===== src/design/tml_pkg.sv =====
// ----------------------------------------------------------------------------
// tml_pkg
// Shared types, constants and the square-root step for the triplet margin
// loss block.
// ----------------------------------------------------------------------------
`default_nettype none

package tml_pkg;

  localparam int ValueWidth  = 16;
  localparam int SquareWidth = 2 * ValueWidth;
  localparam int SumWidth    = 50;
  localparam int DistWidth   = 25;
  localparam int LossWidth   = 26;
  localparam int MarginWidth = 16;
  localparam int QueueDepth  = 2;
  localparam int QueuePtrW   = $clog2(QueueDepth);

  localparam logic signed [MarginWidth-1:0] MarginReset = 16'sd51;

  typedef logic [ValueWidth-1:0]  value_t;
  typedef logic [SquareWidth-1:0] square_t;
  typedef logic [SumWidth-1:0]    sum_t;
  typedef logic [DistWidth-1:0]   dist_t;
  typedef logic [LossWidth-1:0]   loss_t;

  localparam sum_t SumMax     = {SumWidth{1'b1}};
  localparam sum_t RootWtInit = sum_t'(1) << (2 * (DistWidth - 1));

  typedef struct packed {
    sum_t psum;
    sum_t nsum;
  } pair_t;

  typedef struct packed {
    logic  valid;
    pair_t data;
  } push_t;

  typedef struct packed {
    logic  full;
    logic  valid;
    pair_t data;
  } queue_status_t;

  typedef struct packed {
    sum_t rem;
    sum_t res;
  } root_t;

  typedef enum logic [1:0] {
    BkIdle,
    BkRoot,
    BkFinish
  } back_state_e;

  function automatic square_t square_diff(value_t a, value_t b);
    logic signed [ValueWidth:0] d;
    logic        [ValueWidth:0] m;
    d = $signed({a[ValueWidth-1], a}) - $signed({b[ValueWidth-1], b});
    m = d[ValueWidth] ? (~d + 1'b1) : d;
    return m[ValueWidth-1:0] * m[ValueWidth-1:0];
  endfunction

  function automatic sum_t sat_add(sum_t s, square_t x);
    logic [SumWidth:0] r;
    r = {1'b0, s} + (SumWidth + 1)'(x);
    return r[SumWidth] ? SumMax : r[SumWidth-1:0];
  endfunction

  function automatic root_t root_step(sum_t rem, sum_t res, sum_t wt);
    logic [SumWidth:0] trial;
    root_t             r;
    trial = {1'b0, res} + {1'b0, wt};
    if ({1'b0, rem} >= trial) begin
      r.rem = rem - trial[SumWidth-1:0];
      r.res = (res >> 1) + wt;
    end else begin
      r.rem = rem;
      r.res = res >> 1;
    end
    return r;
  endfunction

endpackage

`default_nettype wire


===== src/design/tml_front.sv =====
// ----------------------------------------------------------------------------
// tml_front
// Takes one element triple per beat, squares both differences and keeps the
// two running sums. At the end of a vector the finished sums go to the queue.
// ----------------------------------------------------------------------------
`default_nettype none

module tml_front import tml_pkg::*; (
  input  wire logic  clk_i,
  input  wire logic  rst_ni,
  input  wire logic  in_valid_i,
  output logic       in_ready_o,
  input  wire value_t anchor_i,
  input  wire value_t positive_i,
  input  wire value_t negative_i,
  input  wire logic  last_i,
  input  wire logic  q_full_i,
  output push_t      push_o
);

  logic    sq_valid_q, sq_valid_d;
  logic    sq_last_q;
  square_t sqp_q, sqn_q;
  sum_t    psum_q, psum_d, nsum_q, nsum_d;
  logic    stg_free;
  sum_t    psum_new, nsum_new;

  assign stg_free   = !sq_valid_q || !sq_last_q || !q_full_i;
  assign in_ready_o = stg_free;
  assign psum_new   = sat_add(psum_q, sqp_q);
  assign nsum_new   = sat_add(nsum_q, sqn_q);

  always_comb begin
    sq_valid_d = sq_valid_q;
    psum_d     = psum_q;
    nsum_d     = nsum_q;
    if (stg_free) begin
      sq_valid_d = in_valid_i;
      if (sq_valid_q) begin
        psum_d = sq_last_q ? '0 : psum_new;
        nsum_d = sq_last_q ? '0 : nsum_new;
      end
    end
  end

  assign push_o.valid     = sq_valid_q && sq_last_q && !q_full_i;
  assign push_o.data.psum = psum_new;
  assign push_o.data.nsum = nsum_new;

  always_ff @(posedge clk_i or negedge rst_ni) begin
    if (!rst_ni) begin
      sq_valid_q <= 1'b0;
      psum_q     <= '0;
      nsum_q     <= '0;
    end else begin
      sq_valid_q <= sq_valid_d;
      psum_q     <= psum_d;
      nsum_q     <= nsum_d;
    end
  end

  always_ff @(posedge clk_i) begin
    if (stg_free && in_valid_i) begin
      sqp_q     <= square_diff(anchor_i, positive_i);
      sqn_q     <= square_diff(anchor_i, negative_i);
      sq_last_q <= last_i;
    end
  end

endmodule

`default_nettype wire


===== src/design/tml_fifo.sv =====
// ----------------------------------------------------------------------------
// tml_fifo
// Short queue of finished sum pairs between the front and the back.
// ----------------------------------------------------------------------------
`default_nettype none

module tml_fifo import tml_pkg::*; (
  input  wire logic  clk_i,
  input  wire logic  rst_ni,
  input  wire push_t push_i,
  input  wire logic  pop_i,
  output queue_status_t status_o
);

  pair_t                mem_q [QueueDepth];
  logic [QueuePtrW-1:0] wr_ptr_q, rd_ptr_q;
  logic [QueuePtrW:0]   count_q;

  assign status_o.full  = (count_q == (QueuePtrW + 1)'(QueueDepth));
  assign status_o.valid = (count_q != '0);
  assign status_o.data  = mem_q[rd_ptr_q];

  always_ff @(posedge clk_i) begin
    if (push_i.valid) begin
      mem_q[wr_ptr_q] <= push_i.data;
    end
  end

  always_ff @(posedge clk_i or negedge rst_ni) begin
    if (!rst_ni) begin
      wr_ptr_q <= '0;
      rd_ptr_q <= '0;
      count_q  <= '0;
    end else begin
      if (push_i.valid) begin
        wr_ptr_q <= wr_ptr_q + 1'b1;
      end
      if (pop_i) begin
        rd_ptr_q <= rd_ptr_q + 1'b1;
      end
      count_q <= count_q + (QueuePtrW + 1)'(push_i.valid) - (QueuePtrW + 1)'(pop_i);
    end
  end

endmodule

`default_nettype wire


===== src/design/tml_back.sv =====
// ----------------------------------------------------------------------------
// tml_back
// Takes a sum pair from the queue, finds both floor square roots one bit per
// cycle, forms the hinge loss and holds the result for the output beat.
// ----------------------------------------------------------------------------
`default_nettype none

module tml_back import tml_pkg::*; (
  input  wire logic          clk_i,
  input  wire logic          rst_ni,
  input  wire queue_status_t q_i,
  output logic               pop_o,
  input  wire logic signed [MarginWidth-1:0] margin_i,
  output logic               out_valid_o,
  input  wire logic          out_ready_i,
  output loss_t              loss_o,
  output dist_t              pdist_o,
  output dist_t              ndist_o
);

  back_state_e state_q, state_d;
  sum_t        prem_q, pres_q, nrem_q, nres_q, wt_q;
  root_t       pstep, nstep;
  logic        load_out;
  logic        out_valid_q;
  loss_t       loss_q;
  dist_t       pdist_q, ndist_q;
  logic signed [LossWidth:0] hinge;

  assign pstep = root_step(prem_q, pres_q, wt_q);
  assign nstep = root_step(nrem_q, nres_q, wt_q);

  always_comb begin
    state_d = state_q;
    unique case (state_q)
      BkIdle:   if (q_i.valid) state_d = BkRoot;
      BkRoot:   if (wt_q[0]) state_d = BkFinish;
      BkFinish: if (load_out) state_d = BkIdle;
      default:  state_d = BkIdle;
    endcase
  end

  always_comb begin
    pop_o    = (state_q == BkIdle) && q_i.valid;
    load_out = (state_q == BkFinish) && (!out_valid_q || out_ready_i);
  end

  assign hinge = $signed({2'b00, pres_q[DistWidth-1:0]})
               - $signed({2'b00, nres_q[DistWidth-1:0]})
               + (LossWidth + 1)'(margin_i);

  always_ff @(posedge clk_i or negedge rst_ni) begin
    if (!rst_ni) begin
      state_q     <= BkIdle;
      out_valid_q <= 1'b0;
    end else begin
      state_q <= state_d;
      if (load_out) begin
        out_valid_q <= 1'b1;
      end else if (out_ready_i) begin
        out_valid_q <= 1'b0;
      end
    end
  end

  always_ff @(posedge clk_i) begin
    if (pop_o) begin
      prem_q <= q_i.data.psum;
      nrem_q <= q_i.data.nsum;
      pres_q <= '0;
      nres_q <= '0;
      wt_q   <= RootWtInit;
    end else if (state_q == BkRoot) begin
      prem_q <= pstep.rem;
      pres_q <= pstep.res;
      nrem_q <= nstep.rem;
      nres_q <= nstep.res;
      wt_q   <= wt_q >> 2;
    end
    if (load_out) begin
      loss_q  <= hinge[LossWidth] ? '0 : hinge[LossWidth-1:0];
      pdist_q <= pres_q[DistWidth-1:0];
      ndist_q <= nres_q[DistWidth-1:0];
    end
  end

  assign out_valid_o = out_valid_q;
  assign loss_o      = loss_q;
  assign pdist_o     = pdist_q;
  assign ndist_o     = ndist_q;

endmodule

`default_nettype wire


===== src/design/triplet_margin_loss.sv =====
// ----------------------------------------------------------------------------
// triplet_margin_loss
// Euclidean triplet margin loss over streamed anchor, positive and negative
// vectors in signed Q8.8.
// ----------------------------------------------------------------------------
// The block takes one element triple per cycle unless stalled, and gives one
// result beat per vector, after the beat marked by tlast. Per vector the
// back end loads the sums, runs 25 square-root steps for both distances side
// by side and forms the loss; a two-entry queue of finished sums lets the
// input stream on, so it stalls only when the queue is full, as with short
// vectors in a row or a held output. The result is held in an output
// register until taken. Write the margin only while the block is idle.
`default_nettype none

module triplet_margin_loss import tml_pkg::*; (
  input  wire logic        clk_i,
  input  wire logic        rst_ni,
  input  wire logic        s_axis_tvalid,
  output logic             s_axis_tready,
  // [15:0] anchor_value, [31:16] positive_value, [47:32] negative_value
  input  wire logic [47:0] s_axis_tdata,
  input  wire logic        s_axis_tlast,
  output logic             m_axis_tvalid,
  input  wire logic        m_axis_tready,
  // [25:0] loss, [50:26] pos_distance, [75:51] neg_distance
  output logic [79:0]      m_axis_tdata,
  input  wire logic        cfg_we_i,
  input  wire logic [15:0] cfg_wdata_i
);

  logic signed [MarginWidth-1:0] margin_q;
  push_t         q_push;
  queue_status_t q_status;
  logic          bk_pop;
  loss_t         loss;
  dist_t         pdist, ndist;

  always_ff @(posedge clk_i or negedge rst_ni) begin
    if (!rst_ni) begin
      margin_q <= MarginReset;
    end else if (cfg_we_i) begin
      margin_q <= cfg_wdata_i;
    end
  end

  tml_front u_front (
    .clk_i      (clk_i),
    .rst_ni     (rst_ni),
    .in_valid_i (s_axis_tvalid),
    .in_ready_o (s_axis_tready),
    .anchor_i   (s_axis_tdata[15:0]),
    .positive_i (s_axis_tdata[31:16]),
    .negative_i (s_axis_tdata[47:32]),
    .last_i     (s_axis_tlast),
    .q_full_i   (q_status.full),
    .push_o     (q_push)
  );

  tml_fifo u_fifo (
    .clk_i    (clk_i),
    .rst_ni   (rst_ni),
    .push_i   (q_push),
    .pop_i    (bk_pop),
    .status_o (q_status)
  );

  tml_back u_back (
    .clk_i       (clk_i),
    .rst_ni      (rst_ni),
    .q_i         (q_status),
    .pop_o       (bk_pop),
    .margin_i    (margin_q),
    .out_valid_o (m_axis_tvalid),
    .out_ready_i (m_axis_tready),
    .loss_o      (loss),
    .pdist_o     (pdist),
    .ndist_o     (ndist)
  );

  assign m_axis_tdata = {4'b0000, ndist, pdist, loss};

  assert property (@(posedge clk_i) disable iff (!rst_ni)
    q_push.valid |-> !q_status.full)
    else $error("sum pair written into a full queue");

  assert property (@(posedge clk_i) disable iff (!rst_ni)
    bk_pop |-> q_status.valid)
    else $error("back end took a sum pair from an empty queue");

  assert property (@(posedge clk_i) disable iff (!rst_ni)
    !s_axis_tready |-> q_status.full)
    else $error("input stalled although the queue has room");

endmodule

`default_nettype wire


===== config.mk =====
export PLATFORM = sky130hd
export DESIGN_NAME = triplet_margin_loss
export DESIGN_NICKNAME = d
export VERILOG_FILES = /design/src/design/tml_pkg.sv /design/src/design/tml_front.sv /design/src/design/tml_fifo.sv /design/src/design/tml_back.sv /design/src/design/triplet_margin_loss.sv
export SDC_FILE = /design/constraint.sdc
export NUM_CORES = 2
export LEC_CHECK = 0
export BUFFER_PORTS_ARGS = -buffer_cell sky130_fd_sc_hd__buf_2
export CORE_MARGIN = 3
export CORE_UTILIZATION = 35
export CTS_BUF_LIST = sky130_fd_sc_hd__clkbuf_4 sky130_fd_sc_hd__clkbuf_8
export DETAILED_ROUTE_END_ITERATION = 8
export MAX_ROUTING_LAYER = met4
export PLACE_DENSITY_LB_ADDON = 0.05
export SETUP_SLACK_MARGIN = 0.05
export SLEW_MARGIN = 20
export SYNTH_ARGS = -nofsm -noshare
export SYNTH_HDL_FRONTEND = slang
export SYNTH_SLANG_ARGS = --single-unit

===== constraint.sdc =====
create_clock -name clk_i -period 7.2 [get_ports clk_i]
set_input_delay 1.44 -clock clk_i [delete_from_list [all_inputs] [get_ports clk_i]]
set_output_delay 1.44 -clock clk_i [all_outputs]
set_load 0.02 [all_outputs]

==> results by group <==
GRT
  – Vias in the first global route: 48730
  – Largest net degree at the start of global routing: 85
  – Initial antenna violation count: 4
  – First-pass GRT wire length: 277.8 mm
  – Grt total ovfl: 0
  – Total GRT Usage: 0.2049

Critical path
  – Crit. End Element: register
  – WP depth: 35
  – Critical Path Max Stage Delay: 610 ps
  – CP Launch Point: s_axis_tdata[0]
  – R2R depth: 27
  – CP most frequent cell: fa_1
  – Critical path type: primary input to register
  – Register-to-register setup slack: 480 ps
  – Crit path max fanout: 6
  – CP required: 7770 ps
  – Worst path top cell family by delay: adder cells
  – Data arrival, critical path: 9610 ps
  – Startpoint types: primary input
  – FF-to-FF Start: u_back.wt_q[2]
  – Buffer and inverter count on the worst path: 8
  – Slowest CP cell: fa_1

Min path
  – Hold Path Depth: 1
  – Hold Startpoint: u_front.psum_q[13]
  – Min-Delay Path Class: register to register

Placed design
  – Worst slack, placed: -2956 ps
  – Port-buffer cells: 147
  – HPWL reported at the end of detailed placement: 139.4 mm
  – Final RePlAce weighted congestion: 0.8914
  – Placed cell count: 9176

Run status
  – Status: complete, but fails checks
  – Failing checks: setup timing

Timing
  – Worst Clk Skew: 48.83 ps
  – FMAX: 110.6 MHz
  – RSZ-0062 raised after global routing: yes
  – Slew HR: 0.3065
  – Max-slew violations: 0
  – Final Hold Viols: 0
  – Worst-Margin Slew: 1040 ps
  – Fin crit share: 1.256
  – Final WS setup: -1841 ps
  – Fin crit period: 9041 ps
  – Endpoints failing setup: 46
  – Final setup TNS: -52520 ps

Floorplanning
  – DIE HEIGHT: 419.2 um
  – Initial core utilization: 0.3527
  – Die area: 0.1758 mm^2
  – Core Area: 0.1695 mm^2
  – # IOs: 152
  – Row count: 151
  – Die Wd: 419.2 um

Clock network
  – Max Root-Sink Buffers: 3
  – H-tree depth: 3
  – Worst-skew pair later-pin latency: 840 ps
  – CTS buffer count: 119
  – Reg clk slew, reported paths: 70 ps
  – CTS tree: done
  – Root Driver: clkbuf_8
  – CTS Sinks: 688

Logic synthesis
  – Cells after synthesis: 6357
  – Synth top cells by count: inv_1, nand2_1, ha_1
  – Primary FF master, synth: edfxtp_1
  – #FFs+latches synth: 688
  – Most common cell in the netlist: inv_1
  – Ys Warns: 0
  – Synth unique cells: 104
  – Synth top area share: 0.2206
  – Mean post-synth cell area: 9.402 um^2
  – Ranking of synthesized cells by area: edfxtp_1, ha_1, fa_1
  – Leading area contributor after synthesis: edfxtp_1
  – FFs w/ async S/R, synth: 0.1802
  – Register area share after synthesis: 0.3144
  – EDFF count, synth: 439
  – Area of the mapped netlist: 0.05977 mm^2

Drt
  – Drt drc: 0
  – Post-DRT Antenna Nets: 0
  – Vias/cell: 5.079
  – Initial detailed-routing violation count: 2473
  – Routed length per instance: 18.75 um
  – Via count: 48150
  – Routed WL: 177.7 mm
  – Drt first pass iters: 5

Finish
  – Syn-to-layout area delta: 22.31%
  – Share of cells above drive strength 1: 0.2113
  – Nets: 8101
  – Post-Layout Cell Count: 9480

Job
  – MaxCap Viol Count: 0
-- layer usage --
layer	wire (um)	vias to the layer above	global-route usage
met5	0	-	-
met3	5065	215	0.01610
met2	84980	741	0.3432
li1	-	24080	-
met4	5554	0	0.06547
met1	82120	23110	0.2634
-- flip-flops by register name, summed over array words and instances, names as in the netlist, 26 cells and up --
| signal | count |
|---|---|
| u_fifo.mem_q | 200 |
| u_back.nrem_q | 50 |
| u_back.nres_q | 50 |
| u_back.prem_q | 50 |
| u_back.pres_q | 50 |
| u_front.nsum_q | 50 |
| u_front.psum_q | 50 |
| u_front.sqn_q | 31 |
| u_front.sqp_q | 31 |
| u_back.loss_o | 26 |
-- logic make-up (layout without fill, tap and decap cells) --
group / count (synthesis) / in the layout / synth area share
xor+xnor: 489 / 489 / 0.07312
other cells: 1 / 7 / 0.00006274
flops: 688 / 688 / 0.3144
simple gates: 1685 / 1685 / 0.1320
mux: 155 / 155 / 0.02652
buf+inv: 881 / 1780 / 0.05613
compound gates: 1580 / 1580 / 0.1723
fa+ha+maj: 878 / 878 / 0.2254
-- cell usage in the layout (no fill, tap or decap), types with 56 or more instances in the layout --
cell	n
o21bai_1	66
nand2_1	535
nand3_1	190
xor2_1	173
nor2_1	355
buf_2	144
nor3_1	106
fa_1	314
edfxtp_1	439
mux2i_1	126
o21ai_0	394
nor2b_1	61
a21o_1	188
a21oi_1	287
dfxtp_1	125
inv_1	606
xnor2_1	280
nand2b_1	71
ha_1	519
nand4_1	72
a22o_1	82
o21a_1	56
a31oi_1	114
clkbuf_8	139
dfrtp_1	119
buf_4	678
-- worst paths after layout --
path / end
setup / recovery: u_front.sqp_q[31]
hold reg to reg: u_front.psum_q[13]
min in group asynchronous: u_front.nsum_q[19]
setup reg to reg: u_back.nrem_q[36]
max in group asynchronous: u_fifo.rd_ptr_q
hold / removal: u_front.psum_q[13]
-- metrics by stage --
stage / utilization / hold WS, ps / area [um^2]
after floorplan: - / 428.8 / 60570
after global placement: 0.4044 / 495.6 / 68530
after detailed placement: 0.4044 / 500.3 / 68530
after CTS: 0.4257 / 474.2 / 72140
after global routing: 0.4314 / 526.7 / 73100
final: 0.4314 / 511.6 / 73100
-- timing repair --
item | in CTS | in global routing
buffers inserted | 64 | 37
gates resized for setup | 108 | 179
endpoints found under the setup margin | 48 | 193
hold buffers | 0 | 0
pin swaps | 85 | 106
-- worst reg2reg max path, stage by stage (launching register included) --
cell and delay (ps):
dfxtp_1 520, ha_1 330, a31oi_1 280, o21bai_1 160, a31oi_2 280, o21ai_1 180, a41o_1 350, a211oi_1 240
buf_4 170, o21ba_2 140, o21bai_1 140, a31oi_1 250, buf_4 160, xor2_1 80, ha_1 440, and3_1 300
nand4_1 160, nor4_2 330, buf_4 170, o211ai_1 80, buf_4 190, a311oi_2 320, a41o_1 310, and2_2 190
buf_4 270, buf_4 240, nand3_1 110, o21ai_0 120
-- cell type report --
class | instances | area, um^2
Inverter | 657 | 2507
Antenna cell | 3 | 7.507
Clock buffer | 183 | 2243
Timing Repair Buffer | 896 | 6804
Multi-Input combinational cell | 4791 | 39330
Tap cell | 2218 | 2775
Sequential cell | 688 | 18800
Clock inverter | 44 | 643.1
Fill cell | 16690 | 96370
Power is not shown: default switching activity piles up to over one toggle a cycle in this logic, so the estimate is an artifact.
